$ cat src/hdl/usbpd_pkg.sv
// ----------------------------------------------------------------------------
// usbpd_pkg
// Shared types, codes and helpers of the USB PD sink policy engine.
// ----------------------------------------------------------------------------
package usbpd_pkg;

  // Stream and configuration port widths
  localparam int unsigned IN_TDATA_W  = 56;
  localparam int unsigned IN_TUSER_W  = 2;
  localparam int unsigned OUT_TDATA_W = 88;
  localparam int unsigned OUT_TUSER_W = 1;
  localparam int unsigned CFG_IDX_W   = 2;
  localparam int unsigned CFG_DATA_W  = 16;

  // Configuration register indexes
  localparam logic [CFG_IDX_W-1:0] CFG_WAIT_CAPS_TMO   = 2'd0;
  localparam logic [CFG_IDX_W-1:0] CFG_SENDER_RESP_TMO = 2'd1;
  localparam logic [CFG_IDX_W-1:0] CFG_PS_TRANS_TMO    = 2'd2;

  localparam logic [15:0] WAIT_CAPS_TMO_RST   = 16'd465;
  localparam logic [15:0] SENDER_RESP_TMO_RST = 16'd500;
  localparam logic [15:0] PS_TRANS_TMO_RST    = 16'd500;

  typedef enum logic [2:0] {
    PE_IDLE        = 3'd0,
    PE_WAIT_CAPS   = 3'd1,
    PE_WAIT_ACCEPT = 3'd2,
    PE_WAIT_PSRDY  = 3'd3,
    PE_READY       = 3'd4,
    PE_ERROR       = 3'd5
  } policy_state_t;

  typedef enum logic [1:0] {
    OP_ATTACH  = 2'd0,
    OP_DETACH  = 2'd1,
    OP_MESSAGE = 2'd2,
    OP_TICK    = 2'd3
  } op_t;

  // PD message types (header bits 4:0)
  localparam logic [4:0] MT_SRC_CAPS = 5'h01;
  localparam logic [4:0] MT_REQUEST  = 5'h02;
  localparam logic [4:0] MT_ACCEPT   = 5'h03;
  localparam logic [4:0] MT_REJECT   = 5'h04;
  localparam logic [4:0] MT_PS_RDY   = 5'h06;
  localparam logic [4:0] MT_WAIT     = 5'h0C;

  localparam logic [1:0]  SPEC_REV_30 = 2'b10;
  localparam logic [15:0] REQ_HEADER  =
      16'(MT_REQUEST) | (16'(SPEC_REV_30) << 6) | (16'd1 << 12);

  localparam logic [5:0] VOLT_UNIT_MV = 6'd50;
  localparam logic [3:0] CURR_UNIT_MA = 4'd10;

  typedef struct packed {
    op_t         operation;
    logic        sop_is_sop;
    logic [15:0] header;
    logic [2:0]  obj_count;
    logic [31:0] first_object;
    logic        transmit_ok;
  } item_t;

  typedef struct packed {
    policy_state_t policy_state;
    logic          request_valid;
    logic [15:0]   request_header;
    logic [31:0]   request_object;
    logic [15:0]   contract_voltage_mv;
    logic [13:0]   contract_current_ma;
  } result_t;

  // Fixed-supply RDO: position 1, no USB suspend, USB comms capable,
  // operating and max current both at the PDO's max current.
  function automatic logic [31:0] fixed_rdo(input logic [9:0] units);
    fixed_rdo = {3'b000, 1'b1, 2'b00, 2'b11, 4'b0000, units, units};
  endfunction

  function automatic logic [15:0] volt_mv(input logic [9:0] units);
    volt_mv = 16'({6'd0, units} * 16'(VOLT_UNIT_MV));
  endfunction

  function automatic logic [13:0] curr_ma(input logic [9:0] units);
    curr_ma = 14'({4'd0, units} * 14'(CURR_UNIT_MA));
  endfunction

endpackage

$ cat src/hdl/usbpd_in_stage.sv
// ----------------------------------------------------------------------------
// usbpd_in_stage
// Input register: unpacks the slave stream word and holds it for the engine.
// ----------------------------------------------------------------------------
module usbpd_in_stage (
  input  logic                              clk,
  input  logic                              rst_n,
  input  logic                              in_tvalid,
  output logic                              in_tready,
  input  logic [usbpd_pkg::IN_TDATA_W-1:0]  in_tdata,
  input  logic [usbpd_pkg::IN_TUSER_W-1:0]  in_tuser,
  input  logic                              advance,
  output logic                              item_vld,
  output usbpd_pkg::item_t                  item
);
  import usbpd_pkg::*;

  logic  vld_r;
  logic  vld_nxt;
  item_t item_r;
  item_t item_nxt;
  logic  take;

  assign in_tready = !vld_r || advance;
  assign take      = in_tvalid && in_tready;

  always_comb begin
    item_nxt.operation    = op_t'(in_tuser);
    item_nxt.sop_is_sop   = in_tdata[0];
    item_nxt.header       = in_tdata[16:1];
    item_nxt.obj_count    = in_tdata[19:17];
    item_nxt.first_object = in_tdata[51:20];
    item_nxt.transmit_ok  = in_tdata[52];
  end

  always_comb begin
    vld_nxt = vld_r;
    if (take) begin
      vld_nxt = 1'b1;
    end else if (advance) begin
      vld_nxt = 1'b0;
    end
  end

  always_ff @(posedge clk) begin
    if (!rst_n) begin
      vld_r <= 1'b0;
    end else begin
      vld_r <= vld_nxt;
    end
  end

  always_ff @(posedge clk) begin
    if (take) begin
      item_r <= item_nxt;
    end
  end

  assign item_vld = vld_r;
  assign item     = item_r;

endmodule

$ cat src/hdl/usbpd_engine.sv
// ----------------------------------------------------------------------------
// usbpd_engine
// Policy state, timeout registers and the per-word state update.
// ----------------------------------------------------------------------------
module usbpd_engine (
  input  logic                              clk,
  input  logic                              rst_n,
  input  logic                              cfg_we,
  input  logic [usbpd_pkg::CFG_IDX_W-1:0]   cfg_index,
  input  logic [usbpd_pkg::CFG_DATA_W-1:0]  cfg_wdata,
  input  logic                              step_en,
  input  usbpd_pkg::item_t                  item,
  output usbpd_pkg::result_t                result
);
  import usbpd_pkg::*;

  logic [15:0] caps_tmo_r;
  logic [15:0] resp_tmo_r;
  logic [15:0] ps_tmo_r;

  policy_state_t state_r;
  policy_state_t state_nxt;
  logic [15:0]   elapsed_r;
  logic [15:0]   elapsed_nxt;
  logic [19:0]   pdo_r;
  logic [19:0]   pdo_nxt;
  logic [15:0]   volt_r;
  logic [15:0]   volt_nxt;
  logic [13:0]   curr_r;
  logic [13:0]   curr_nxt;

  logic [15:0] elapsed_inc;
  logic [4:0]  hdr_type;
  logic        is_data;
  logic        caps_hit;
  logic        req_send;

  assign hdr_type    = item.header[4:0];
  assign is_data     = (item.obj_count != 3'd0);
  assign elapsed_inc = (elapsed_r == 16'hFFFF) ? elapsed_r : elapsed_r + 16'd1;
  assign caps_hit    = (item.operation == OP_MESSAGE) && item.sop_is_sop && is_data &&
                       (state_r == PE_WAIT_CAPS) && (hdr_type == MT_SRC_CAPS);
  assign req_send    = caps_hit && (item.first_object[31:30] == 2'b00) &&
                       item.transmit_ok;

  // Next state
  always_comb begin
    state_nxt   = state_r;
    elapsed_nxt = elapsed_r;
    pdo_nxt     = pdo_r;
    volt_nxt    = volt_r;
    curr_nxt    = curr_r;
    case (item.operation)
      OP_ATTACH, OP_DETACH: begin
        state_nxt   = (item.operation == OP_ATTACH) ? PE_WAIT_CAPS : PE_IDLE;
        elapsed_nxt = '0;
        pdo_nxt     = '0;
        volt_nxt    = '0;
        curr_nxt    = '0;
      end
      OP_MESSAGE: begin
        if (caps_hit) begin
          pdo_nxt = item.first_object[19:0];
          if (req_send) begin
            state_nxt   = PE_WAIT_ACCEPT;
            elapsed_nxt = '0;
          end else begin
            state_nxt = PE_ERROR;
          end
        end else if (item.sop_is_sop && !is_data) begin
          case (state_r)
            PE_WAIT_ACCEPT: begin
              if (hdr_type == MT_ACCEPT) begin
                state_nxt   = PE_WAIT_PSRDY;
                elapsed_nxt = '0;
              end else if (hdr_type == MT_REJECT || hdr_type == MT_WAIT) begin
                state_nxt = PE_ERROR;
              end
            end
            PE_WAIT_PSRDY: begin
              if (hdr_type == MT_PS_RDY) begin
                volt_nxt  = volt_mv(pdo_r[19:10]);
                curr_nxt  = curr_ma(pdo_r[9:0]);
                state_nxt = PE_READY;
              end
            end
            default: begin
            end
          endcase
        end
      end
      OP_TICK: begin
        elapsed_nxt = elapsed_inc;
        if ((state_r == PE_WAIT_CAPS   && elapsed_inc >= caps_tmo_r) ||
            (state_r == PE_WAIT_ACCEPT && elapsed_inc >= resp_tmo_r) ||
            (state_r == PE_WAIT_PSRDY  && elapsed_inc >= ps_tmo_r)) begin
          state_nxt = PE_ERROR;
        end
      end
      default: begin
      end
    endcase
  end

  // Result word
  always_comb begin
    result.policy_state        = state_nxt;
    result.request_valid       = req_send;
    result.request_header      = req_send ? REQ_HEADER : 16'd0;
    result.request_object      = req_send ? fixed_rdo(item.first_object[9:0]) : 32'd0;
    result.contract_voltage_mv = volt_nxt;
    result.contract_current_ma = curr_nxt;
  end

  always_ff @(posedge clk) begin
    if (!rst_n) begin
      state_r   <= PE_IDLE;
      elapsed_r <= '0;
      pdo_r     <= '0;
      volt_r    <= '0;
      curr_r    <= '0;
    end else if (step_en) begin
      state_r   <= state_nxt;
      elapsed_r <= elapsed_nxt;
      pdo_r     <= pdo_nxt;
      volt_r    <= volt_nxt;
      curr_r    <= curr_nxt;
    end
  end

  always_ff @(posedge clk) begin
    if (!rst_n) begin
      caps_tmo_r <= WAIT_CAPS_TMO_RST;
      resp_tmo_r <= SENDER_RESP_TMO_RST;
      ps_tmo_r   <= PS_TRANS_TMO_RST;
    end else if (cfg_we) begin
      case (cfg_index)
        CFG_WAIT_CAPS_TMO:   caps_tmo_r <= cfg_wdata;
        CFG_SENDER_RESP_TMO: resp_tmo_r <= cfg_wdata;
        CFG_PS_TRANS_TMO:    ps_tmo_r   <= cfg_wdata;
        default: begin
        end
      endcase
    end
  end

endmodule

$ cat src/hdl/usbpd_out_stage.sv
// ----------------------------------------------------------------------------
// usbpd_out_stage
// Result register: holds one result word until the master side takes it.
// ----------------------------------------------------------------------------
module usbpd_out_stage (
  input  logic                               clk,
  input  logic                               rst_n,
  input  logic                               load,
  input  usbpd_pkg::result_t                 result,
  output logic                               out_free,
  output logic                               out_tvalid,
  input  logic                               out_tready,
  output logic [usbpd_pkg::OUT_TDATA_W-1:0]  out_tdata,
  output logic [usbpd_pkg::OUT_TUSER_W-1:0]  out_tuser
);
  import usbpd_pkg::*;

  logic    vld_r;
  logic    vld_nxt;
  result_t res_r;

  assign out_free = !vld_r || out_tready;

  always_comb begin
    vld_nxt = vld_r;
    if (load) begin
      vld_nxt = 1'b1;
    end else if (out_tready) begin
      vld_nxt = 1'b0;
    end
  end

  always_ff @(posedge clk) begin
    if (!rst_n) begin
      vld_r <= 1'b0;
    end else begin
      vld_r <= vld_nxt;
    end
  end

  always_ff @(posedge clk) begin
    if (load) begin
      res_r <= result;
    end
  end

  assign out_tvalid = vld_r;
  assign out_tuser  = res_r.request_valid;
  assign out_tdata  = {7'd0,
                       res_r.contract_current_ma,
                       res_r.contract_voltage_mv,
                       res_r.request_object,
                       res_r.request_header,
                       res_r.policy_state};

endmodule

$ cat src/hdl/usb_pd_sink_policy_engine_top.sv
// ----------------------------------------------------------------------------
// usb_pd_sink_policy_engine_top
// USB PD sink policy engine: events in, one status/request word out per event.
// ----------------------------------------------------------------------------
// Usage:
//   Slave stream in_*: one event word each; in_tuser carries the operation
//   (attach, detach, received message, 1 ms tick), in_tdata the message.
//   Master stream out_*: exactly one result word per event, in order;
//   out_tuser flags a Request to transmit, out_tdata carries the policy
//   state, request header/object and the contract voltage and current.
//   cfg_*: timeout registers, written while no event is in flight.
// Path: an accepted event is held in the input register, then passes into
//   the result register, which drives out_tvalid, once that register is free.
// Throughput: one event per cycle unless the output stalls; the state update
//   is a single pass from the input register to the result register.
// Reset: rst_n (synchronous) empties both registers, puts the engine in idle
//   with no contract and reloads the default timeouts.
// Stall: the result register holds its word while out_tready is low; the
//   input register still takes one more event, then in_tready drops.
// ----------------------------------------------------------------------------
module usb_pd_sink_policy_engine_top (
  input  logic                               clk,
  input  logic                               rst_n,
  input  logic                               in_tvalid,
  output logic                               in_tready,
  // [0] sop_is_sop, [16:1] header, [19:17] obj_count,
  // [51:20] first_object, [52] transmit_ok, [55:53] zero
  input  logic [usbpd_pkg::IN_TDATA_W-1:0]   in_tdata,
  // [1:0] operation
  input  logic [usbpd_pkg::IN_TUSER_W-1:0]   in_tuser,
  output logic                               out_tvalid,
  input  logic                               out_tready,
  // [2:0] policy_state, [18:3] request_header, [50:19] request_object,
  // [66:51] contract_voltage_mv, [80:67] contract_current_ma, [87:81] zero
  output logic [usbpd_pkg::OUT_TDATA_W-1:0]  out_tdata,
  // [0] request_valid
  output logic [usbpd_pkg::OUT_TUSER_W-1:0]  out_tuser,
  input  logic                               cfg_we,
  input  logic [usbpd_pkg::CFG_IDX_W-1:0]    cfg_index,
  input  logic [usbpd_pkg::CFG_DATA_W-1:0]   cfg_wdata
);
  import usbpd_pkg::*;

  item_t   item;
  result_t result;
  logic    item_vld;
  logic    out_free;
  logic    advance;

  // advance the held word into the result register
  assign advance = item_vld && out_free;

  usbpd_in_stage u_in (
    .clk       (clk),
    .rst_n     (rst_n),
    .in_tvalid (in_tvalid),
    .in_tready (in_tready),
    .in_tdata  (in_tdata),
    .in_tuser  (in_tuser),
    .advance   (advance),
    .item_vld  (item_vld),
    .item      (item)
  );

  usbpd_engine u_engine (
    .clk       (clk),
    .rst_n     (rst_n),
    .cfg_we    (cfg_we),
    .cfg_index (cfg_index),
    .cfg_wdata (cfg_wdata),
    .step_en   (advance),
    .item      (item),
    .result    (result)
  );

  usbpd_out_stage u_out (
    .clk        (clk),
    .rst_n      (rst_n),
    .load       (advance),
    .result     (result),
    .out_free   (out_free),
    .out_tvalid (out_tvalid),
    .out_tready (out_tready),
    .out_tdata  (out_tdata),
    .out_tuser  (out_tuser)
  );

endmodule

$ cat config.mk
export PLATFORM = sky130hd
export DESIGN_NAME = usb_pd_sink_policy_engine_top
export DESIGN_NICKNAME = d
export VERILOG_FILES = /design/src/hdl/usbpd_pkg.sv /design/src/hdl/usbpd_in_stage.sv /design/src/hdl/usbpd_engine.sv /design/src/hdl/usbpd_out_stage.sv /design/src/hdl/usb_pd_sink_policy_engine_top.sv
export SDC_FILE = /design/constraint.sdc
export NUM_CORES = 1
export LEC_CHECK = 0
export BUFFER_PORTS_ARGS = -buffer_cell sky130_fd_sc_hd__buf_2
export CAP_MARGIN = 25
export CORE_UTILIZATION = 59
export CTS_BUF_LIST = sky130_fd_sc_hd__clkbuf_8
export CTS_CLUSTER_DIAMETER = 50
export DETAILED_ROUTE_END_ITERATION = 10
export PLACE_DENSITY = 0.95
export SKIP_LAST_GASP = 1
export SLEW_MARGIN = 20
export SYNTH_ARGS = -nofsm -noshare
export SYNTH_HDL_FRONTEND = slang
export SYNTH_SLANG_ARGS = --single-unit
$ cat constraint.sdc
create_clock -name clk -period 4.25 [get_ports clk]
set_input_delay 0.425 -clock clk [delete_from_list [all_inputs] [get_ports clk]]
set_output_delay 0.425 -clock clk [all_outputs]
set_load 0.03 [all_outputs]
==> flow_summary.json, run 1 <==
{
  "cp.arrival_ns": 4.31,
  "start_util": 0.606,
  "tns_ns": 0,
  "drc": 0,
  "ys_top_cells_by_area": "dfxtp_1, edfxtp_1, ha_1",
  "slowest_stage": "nor4_2",
  "via_per_inst": 5.91,
  "dp_hpwl_um": 16500,
  "grt_pass1_wl_um": 37700,
  "row_count": 48,
  "min_period_ns": 3.95,
  "grt_pass1_vias": 8047,
  "drt_iter0_markers": 788,
  "postLayoutSetupSlackWorst_ns": 0.299,
  "fin_util": 0.662,
  "slew_violations": 0,
  "power.leakage_nw": 4.87,
  "finalHoldViolCount": 0,
  "worstReg2RegStart": "u_engine.elapsed_r[3]",
  "postCtsHoldBufs": 0,
  "root_buffer": "clkbuf_8",
  "p_total_mw": 3.67,
  "clock_skew_ns": 0.0173,
  "die_x_um": 135,
  "worstSetupEndpoint": "u_out.out_tdata[1]",
  "cp_slowest_stage_delay_ns": 0.56,
  "drive_gt1_frac": 0.150,
  "yosysUniqueCellTypes": 73,
  "routedWlPerCell_um": 16.5,
  "path_cells": "nand4_1 -> or2_1 -> o21bai_1 -> nor3_1 -> xor2_1 -> ha_1 -> a21oi_1 -> o21ai_0 -> a22oi_1 -> o21ai_0 -> nor4_2 -> a32o_1",
  "design.die.area_um2": 18300,
  "gr-total-overflow": 0,
  "clockBufferDepth": 2,
  "clk_pin_slew_ns": 0.11,
  "drtPass1Iterations": 6,
  "antenna_cells": 0,
  "regToRegEndpoint": "u_out.out_tdata[1]",
  "syn-instance-count": 1115,
  "tightest_slew_ns": 1.01,
  "rsz0062_at_grt": "no",
  "numCtsBuffers": 17,
  "setup_viol": 0,
  "yosys_warnings": 0,
  "syn_area_per_cell_um2": 9.40,
  "peakVddDrop_mv": 0.196,
  "synthFlopType": "dfxtp_1",
  "vias": 8517,
  "pin_count": 172,
  "min_period_over_period": 0.930,
  "cts_setup_buffers": 0,
  "clk_latency_ns": 0.50,
  "rr_worst_depth": 12,
  "dpl_worst_slack_ns": 0.413,
  "yosysSeqAreaShare": 0.451,
  "fmax_mhz": 253,
  "synth_top_area_share": 0.227,
  "antenna_found_initial": 0,
  "placed_cells": 1410,
  "synth_edf_count": 78,
  "synth_area_um2": 10500,
  "core_um2": 17300,
  "hold_path.class": "in -> reg",
  "pwr_density_cell_nw_per_um2": 321,
  "area_growth_syn_to_layout_pct": 9.14,
  "htreeDepth": 4,
  "postRouteWirelength_um": 23800,
  "clock-sinks": 197,
  "fp.dieH_um": 135,
  "nNetsFinal": 1390,
  "cp-end-kind": "flip-flop",
  "worst-path-max-fanout": 7,
  "synth_top_cell_by_area": "dfxtp_1",
  "ys_seq_elements": 197,
  "port_buffers": 118,
  "timing.max_slew.rel_slack": 0.322,
  "drv_cap": 0,
  "critPathLaunchType": "flip-flop",
  "place_congestion": 0.891,
  "synthArstFlopShare": 0,
  "cts_tree": "yes",
  "track_usage": 0.263,
  "grt_max_degree": 39,
  "path_class": "reg -> reg",
  "final_cell_mix": "nand2_1, dfxtp_1, buf_2",
  "cp_common_cell": "o21ai_0",
  "run_status": "complete, no violations",
  "final_cells": 1442,
  "r2r_slack_ns": 0.30,
  "critPathLaunch": "u_engine.elapsed_r[3]",
  "final_common_cell": "nand2_1",
  "detail-route-antenna-nets": 0,
  "worst-endpoint-required_ns": 4.61
}
[how the worst min path moves through the flow]
| stage | to | cells past startpoint | start |
|---|---|---|---|
| after floorplan | u_engine.volt_r[13] | 2 | u_engine.volt_r[13] |
| after global placement | u_engine.curr_r[10] | 2 | u_engine.curr_r[10] |
| after detailed placement | u_engine.volt_r[13] | 2 | u_engine.volt_r[13] |
| after CTS | u_in.item[6] | 1 | in_tdata[25] |
| after global routing | u_in.item[5] | 1 | in_tdata[24] |
| final | u_in.item[6] | 1 | in_tdata[25] |
[final cells by class]
type / count / area [um2]
clock buffer: 17 / 234
clock inverter: 15 / 184
fill: 1223 / 5850
inverter: 74 / 278
multi-input combinational: 785 / 5070
sequential: 197 / 4720
tap: 225 / 282
timing repair buffer: 129 / 673
[registers in the layout, indices dropped and copies added (netlist names)]
name                 cells
u_out.out_tdata         44
u_in.item               34
u_engine.pdo_r          20
u_engine.caps_tmo_r     16
u_engine.elapsed_r      16
u_engine.ps_tmo_r       16
u_engine.resp_tmo_r     16
u_engine.volt_r         16
u_engine.curr_r         14
u_engine.state_r         3
u_in.item_vld            1
u_out.out_tvalid         1
[cell families (layout without fill, tap and decap cells)]
group | count (synthesis) | count (layout) | share of synthesized area
multiplexers | 2 | 2 | 0.00215
flip-flops | 197 | 197 | 0.451
AO/OA/AOI/OAI | 241 | 241 | 0.143
other | 1 | 29 | 0.000358
XOR/XNOR | 24 | 24 | 0.0200
adder cells (fa/ha/maj) | 105 | 105 | 0.130
buffers and inverters | 161 | 235 | 0.0782
AND/OR/NAND/NOR | 384 | 384 | 0.176
[timing repair]
item	CTS	global route
gates resized for setup	0	1
hold endpoints to repair	0	0
setup endpoints to repair	0	2
[synth_stat cells (11+ instances only)]
cell type,count
o21ai_0,38
a21oi_1,104
xor2_1,11
a22oi_1,22
buf_4,45
edfxtp_1,78
and2_1,18
inv_1,73
nor2_1,71
nand2_1,155
o211ai_1,18
xnor2_1,13
ha_1,99
nand3_1,51
dfxtp_1,119
clkbuf_1,34
nor3_1,15
and3_1,11
a22o_1,14
[power breakdown]
group          switching (mW)  internal (mW)  total, mW
Clock                   0.734          0.551       1.28
Combinational           0.246         0.0905      0.337
Sequential             0.0291           2.02       2.05
[routing by layer]
layer | part of all wire | up-vias | track usage
li1 | - | 4046 | -
met1 | 0.40 | 3966 | 0.316
met2 | 0.48 | 429 | 0.434
met3 | 0.087 | 76 | 0.0591
met4 | 0.033 | 0 | 0.147
met5 | 0 | - | 0
[stage by stage]
step / hold WS (ns) / instance area, um2
global placement: 0.439 / 11000
finish: 0.0948 / 11400
detailed placement: 0.447 / 11000
floorplan: 0.432 / 10600
global route: 0.0776 / 11400
CTS: 0.0827 / 11400
[worst max-delay path: cells and delay by family (launching register included)]
family | cells | cell delay, ns
AND/OR/NAND/NOR | 4 | 1.50
adder cells (fa/ha/maj) | 1 | 0.32
AO/OA/AOI/OAI | 6 | 1.19
XOR/XNOR | 1 | 0.34
flip-flops | 1 | 0.48
Power figures use the tool's default switching activity.
==> run 2: changes to the inputs <==
--- a/config.mk
+++ b/config.mk
@@ -11,7 +11,8 @@
 export CTS_BUF_LIST = sky130_fd_sc_hd__clkbuf_8
 export CTS_CLUSTER_DIAMETER = 50
 export DETAILED_ROUTE_END_ITERATION = 10
-export PLACE_DENSITY = 0.95
+export MAX_ROUTING_LAYER = met4
+export PLACE_DENSITY = 0.83
 export SKIP_LAST_GASP = 1
 export SLEW_MARGIN = 20
 export SYNTH_ARGS = -nofsm -noshare
==> run 2 against run 1 <==
Net effect: setup slack improved by 0.013 ns; total power shrank 3.6%; utilization down 0.29 points; routed wire length shrank 5.6%; sequential share of layout area grew 0.18 points; critical path depth is 1 higher; final area down 0.44%.
==> flow_summary.json, run 2 (same netlist as run 1, synthesis figures left out) <==
{
  "run_status": "complete, no violations",
  "drive_gt1_frac": 0.148,
  "peakVddDrop_mv": 0.247,
  "clk_pin_slew_ns": 0.11,
  "critPathLaunchType": "flip-flop",
  "tightest_slew_ns": 1.03,
  "p_total_mw": 3.54,
  "fmax_mhz": 254,
  "fp.dieH_um": 135,
  "slew_violations": 0,
  "path_class": "reg -> reg",
  "largest_reg_flops": 44,
  "min_period_over_period": 0.926,
  "placed_cells": 1410,
  "final_cells": 1442,
  "r2r_slack_ns": 0.31,
  "vias": 8222,
  "row_count": 48,
  "min_period_ns": 3.94,
  "pwr_density_cell_nw_per_um2": 310,
  "dp_hpwl_um": 15800,
  "final_cell_mix": "nand2_1, dfxtp_1, buf_2",
  "timing.max_slew.rel_slack": 0.313,
  "cp-end-kind": "flip-flop",
  "core_um2": 17300,
  "rsz0062_at_grt": "no",
  "numCtsBuffers": 17,
  "area_growth_syn_to_layout_pct": 8.66,
  "cts_tree": "yes",
  "swShare": 0.282,
  "start_util": 0.606,
  "tns_ns": 0,
  "nNetsFinal": 1390,
  "drv_cap": 0,
  "design.die.area_um2": 18300,
  "power.share.sequential": 0.579,
  "root_buffer": "clkbuf_8",
  "clockBufferDepth": 2,
  "port_buffers": 118,
  "comb_power_share": 0.093,
  "drc": 0,
  "drt_iter0_markers": 763,
  "internal_power_mw": 2.54,
  "cp.arrival_ns": 4.29,
  "hold_path.class": "in -> reg",
  "pin_count": 172,
  "drtPass1Iterations": 5,
  "setup_viol": 0,
  "die_x_um": 135,
  "gr-total-overflow": 0,
  "antenna_cells": 0,
  "power.leakage_nw": 4.84,
  "routedWlPerCell_um": 15.6,
  "postCtsHoldBufs": 0,
  "detail-route-antenna-nets": 0,
  "p_sw_mw": 0.998,
  "clk_latency_ns": 0.49,
  "cts_setup_buffers": 0,
  "clock-sinks": 197,
  "worst-path-max-fanout": 7,
  "antenna_found_initial": 0,
  "htreeDepth": 4,
  "cts_resized": 0,
  "via_per_inst": 5.70,
  "track_usage": 0.265,
  "postRouteWirelength_um": 22400,
  "grt_max_degree": 49,
  "finalHoldViolCount": 0,
  "clkPwrFrac": 0.328,
  "worst-endpoint-required_ns": 4.60,
  "place_congestion": 0.942,
  "clock_skew_ns": 0.0150,
  "fin_util": 0.659,
  "grt_pass1_wl_um": 36900,
  "final_common_cell": "nand2_1",
  "grt_pass1_vias": 7795
}
## run 2: power groups by stage
stage,Combinational (mW),Sequential (mW),Clock (mW)
6_report,0.330,2.05,1.16
5_1_grt,0.360,2.05,1.26
4_1_cts,0.328,2.05,1.18
3_5_place_dp,0.326,2.09,0
3_3_place_gp,0.319,2.09,0
2_1_floorplan,0.227,2.12,0
## run 2: layer usage
metal  global-route usage  wire, um  part of all wire
met1                0.337      9740              0.43
met2                0.430     10800              0.48
met3               0.0471      1490             0.066
met4               0.0836       450             0.020
met5                    -         0                 0
## run 2: final timing paths
| path | start | end | depth (start not counted) |
|---|---|---|---|
| worst min-delay path | in_tdata[24] | u_in.item[5] | 1 |
| worst max-delay path | u_engine.elapsed_r[0] | u_out.out_tdata[1] | 13 |
| worst max register to register | u_engine.elapsed_r[0] | u_out.out_tdata[1] | 13 |
| worst min register to register | u_engine.volt_r[13] | u_engine.volt_r[13] | 2 |
## run 2: critical path, stage by stage (launching register included)
cell and delay, ns:
dfxtp_1 0.43, ha_1 0.23, nand2_1 0.12, or2_2 0.31, o21bai_1 0.42, nor3_1 0.19, xor2_1 0.37, ha_1 0.32
a21oi_1 0.15, o21ai_0 0.09, a22oi_1 0.14, o21ai_0 0.12, nor4_1 0.62, a32o_1 0.29
## run 2: final cells by class
type / count / area (um2)
Timing Repair Buffer: 129 / 673
Multi-Input combinational cell: 785 / 5050
Clock buffer: 17 / 234
Tap cell: 225 / 282
Fill cell: 1345 / 5900
Sequential cell: 197 / 4720
Clock inverter: 15 / 148
Inverter: 74 / 278
## run 2: stage by stage
step	setup WS, ns	hold WS (ns)	instance area (um2)
floorplan	0.918	0.432	10600
finish	0.313	0.0972	11400
detailed placement	0.495	0.447	11000
global placement	0.526	0.438	11000
global route	0.00470	0.0665	11400
CTS	0.370	0.0780	11400
==> run 3: changes to the inputs <==
--- a/config.mk
+++ b/config.mk
@@ -7,12 +7,12 @@
 export LEC_CHECK = 0
 export BUFFER_PORTS_ARGS = -buffer_cell sky130_fd_sc_hd__buf_2
 export CAP_MARGIN = 25
-export CORE_UTILIZATION = 59
+export CORE_UTILIZATION = 50
 export CTS_BUF_LIST = sky130_fd_sc_hd__clkbuf_8
 export CTS_CLUSTER_DIAMETER = 50
 export DETAILED_ROUTE_END_ITERATION = 10
 export MAX_ROUTING_LAYER = met4
-export PLACE_DENSITY = 0.83
+export PLACE_DENSITY = 0.72
 export SKIP_LAST_GASP = 1
 export SLEW_MARGIN = 20
 export SYNTH_ARGS = -nofsm -noshare
==> run 3 against run 2 <==
Net effect: setup slack improved by 0.14 ns; largest power group unchanged; die area grew 18%; final area grew 0.85%; highest routed layer unchanged.
==> flow_summary.json, run 3 (same netlist as run 1, synthesis figures left out) <==
{
  "run_status": "complete, no violations",
  "grt_max_degree": 46,
  "path_class": "reg -> reg",
  "timing.max_slew.rel_slack": 0.393,
  "pwr_density_cell_nw_per_um2": 315,
  "cts_setup_buffers": 0,
  "grt_pass1_vias": 7382,
  "multi_input_area_um2": 5050,
  "antenna_cells": 0,
  "drv_cap": 0,
  "tns_ns": 0,
  "largest_reg_flops": 44,
  "die_x_um": 147,
  "dpl_cell_area_um2": 11100,
  "cp.arrival_ns": 4.05,
  "detail-route-antenna-nets": 0,
  "place_congestion": 0.860,
  "worst-path-max-fanout": 6,
  "design.die.area_um2": 21600,
  "seqCellArea_um2": 4720,
  "dp_hpwl_um": 15800,
  "cp-end-kind": "flip-flop",
  "htreeDepth": 4,
  "slew_violations": 0,
  "core_um2": 20400,
  "final_cell_area_um2": 11500,
  "postCtsHoldBufs": 0,
  "routedWlPerCell_um": 15.0,
  "tightest_slew_ns": 0.911,
  "vias": 8037,
  "gr-total-overflow": 0,
  "power.leakage_nw": 4.87,
  "min_period_over_period": 0.894,
  "clock_skew_ns": 0.0309,
  "drtPass1Iterations": 5,
  "row_count": 52,
  "area_growth_syn_to_layout_pct": 9.58,
  "root_buffer": "clkbuf_8",
  "clk_latency_ns": 0.50,
  "rsz0062_at_grt": "no",
  "drive_gt1_frac": 0.150,
  "start_util": 0.515,
  "finalHoldViolCount": 0,
  "critPathLaunchType": "flip-flop",
  "clk_pin_slew_ns": 0.11,
  "min_period_ns": 3.80,
  "final_cell_mix": "nand2_1, dfxtp_1, buf_2",
  "antenna_found_initial": 0,
  "cts_tree": "yes",
  "clock-sinks": 197,
  "final_common_cell": "nand2_1",
  "port_buffers": 118,
  "whs_path_depth": 1,
  "hold_path.class": "in -> reg",
  "setup_viol": 0,
  "track_usage": 0.216,
  "via_per_inst": 5.39,
  "cts_resized": 0,
  "nNetsFinal": 1393,
  "pin_count": 172,
  "peakVddDrop_mv": 0.209,
  "drc": 0,
  "fp.dieH_um": 147,
  "clockBufferDepth": 2,
  "n_fill_cell": 1807,
  "drt_iter0_markers": 443,
  "worst-endpoint-required_ns": 4.50,
  "numCtsBuffers": 17,
  "grt_pass1_wl_um": 35800,
  "postRouteWirelength_um": 22300,
  "fmax_mhz": 263,
  "rr_worst_depth": 13
}
## run 3: report_power, final
| group | internal [mW] | leakage (nW) | switching [mW] |
|---|---|---|---|
| Sequential | 2.02 | 1.72 | 0.0285 |
| Clock | 0.493 | 0.205 | 0.743 |
| Combinational | 0.0903 | 2.95 | 0.239 |
| Total | 2.60 | 4.87 | 1.01 |
## run 3: layer usage
metal / share of wire / global-route usage / vias to the layer above
met5: 0 / - / -
met4: 0.020 / 0.0823 / 0
li1: - / - / 4045
met3: 0.052 / 0.0351 / 34
met1: 0.47 / 0.279 / 3723
met2: 0.46 / 0.339 / 235
## run 3: cell type report
| class | count | share of cell area |
|---|---|---|
| Inverter | 74 | 0.0242 |
| Clock inverter | 15 | 0.0144 |
| Tap cell | 270 | 0.0294 |
| Clock buffer | 17 | 0.0204 |
| Timing Repair Buffer | 132 | 0.0606 |
| Multi-Input combinational cell | 785 | 0.440 |
| Sequential cell | 197 | 0.411 |
## run 3: through the flow
stage               setup slack (ns)   util  std cells  hold WS, ns  power [mW]
floorplan                      0.918      -       1143        0.432        2.34
global placement               0.701  0.545       1458        0.438        2.41
detailed placement             0.613  0.545       1458        0.447        2.42
CTS                            0.575  0.564       1490       0.0685        3.64
global route                   0.220  0.564       1490       0.0657        3.75
finish                         0.450  0.564       1490       0.0944        3.61
## run 3: critical path, stage by stage (launching register included)
cell	delay (ns)
dfxtp_1	0.47
nand4_1	0.24
or2_1	0.32
nor3_1	0.29
nor2_1	0.09
nor2_1	0.30
ha_1	0.33
a2111oi_0	0.49
o21ai_0	0.15
o21ai_0	0.22
nor2_1	0.08
nor4_1	0.32
buf_4	0.19
a21oi_1	0.06
## run 3: worst paths after layout
kind / slack (ns) / startpoint / endpoint
worst max-delay path: 0.45 / u_engine.elapsed_r[3] / u_out.out_tdata[2]
worst min-delay path: 0.09 / in_tdata[23] / u_in.item[4]
worst min register to register: 0.46 / u_engine.curr_r[10] / u_engine.curr_r[10]
worst max register to register: 0.45 / u_engine.elapsed_r[3] / u_out.out_tdata[2]
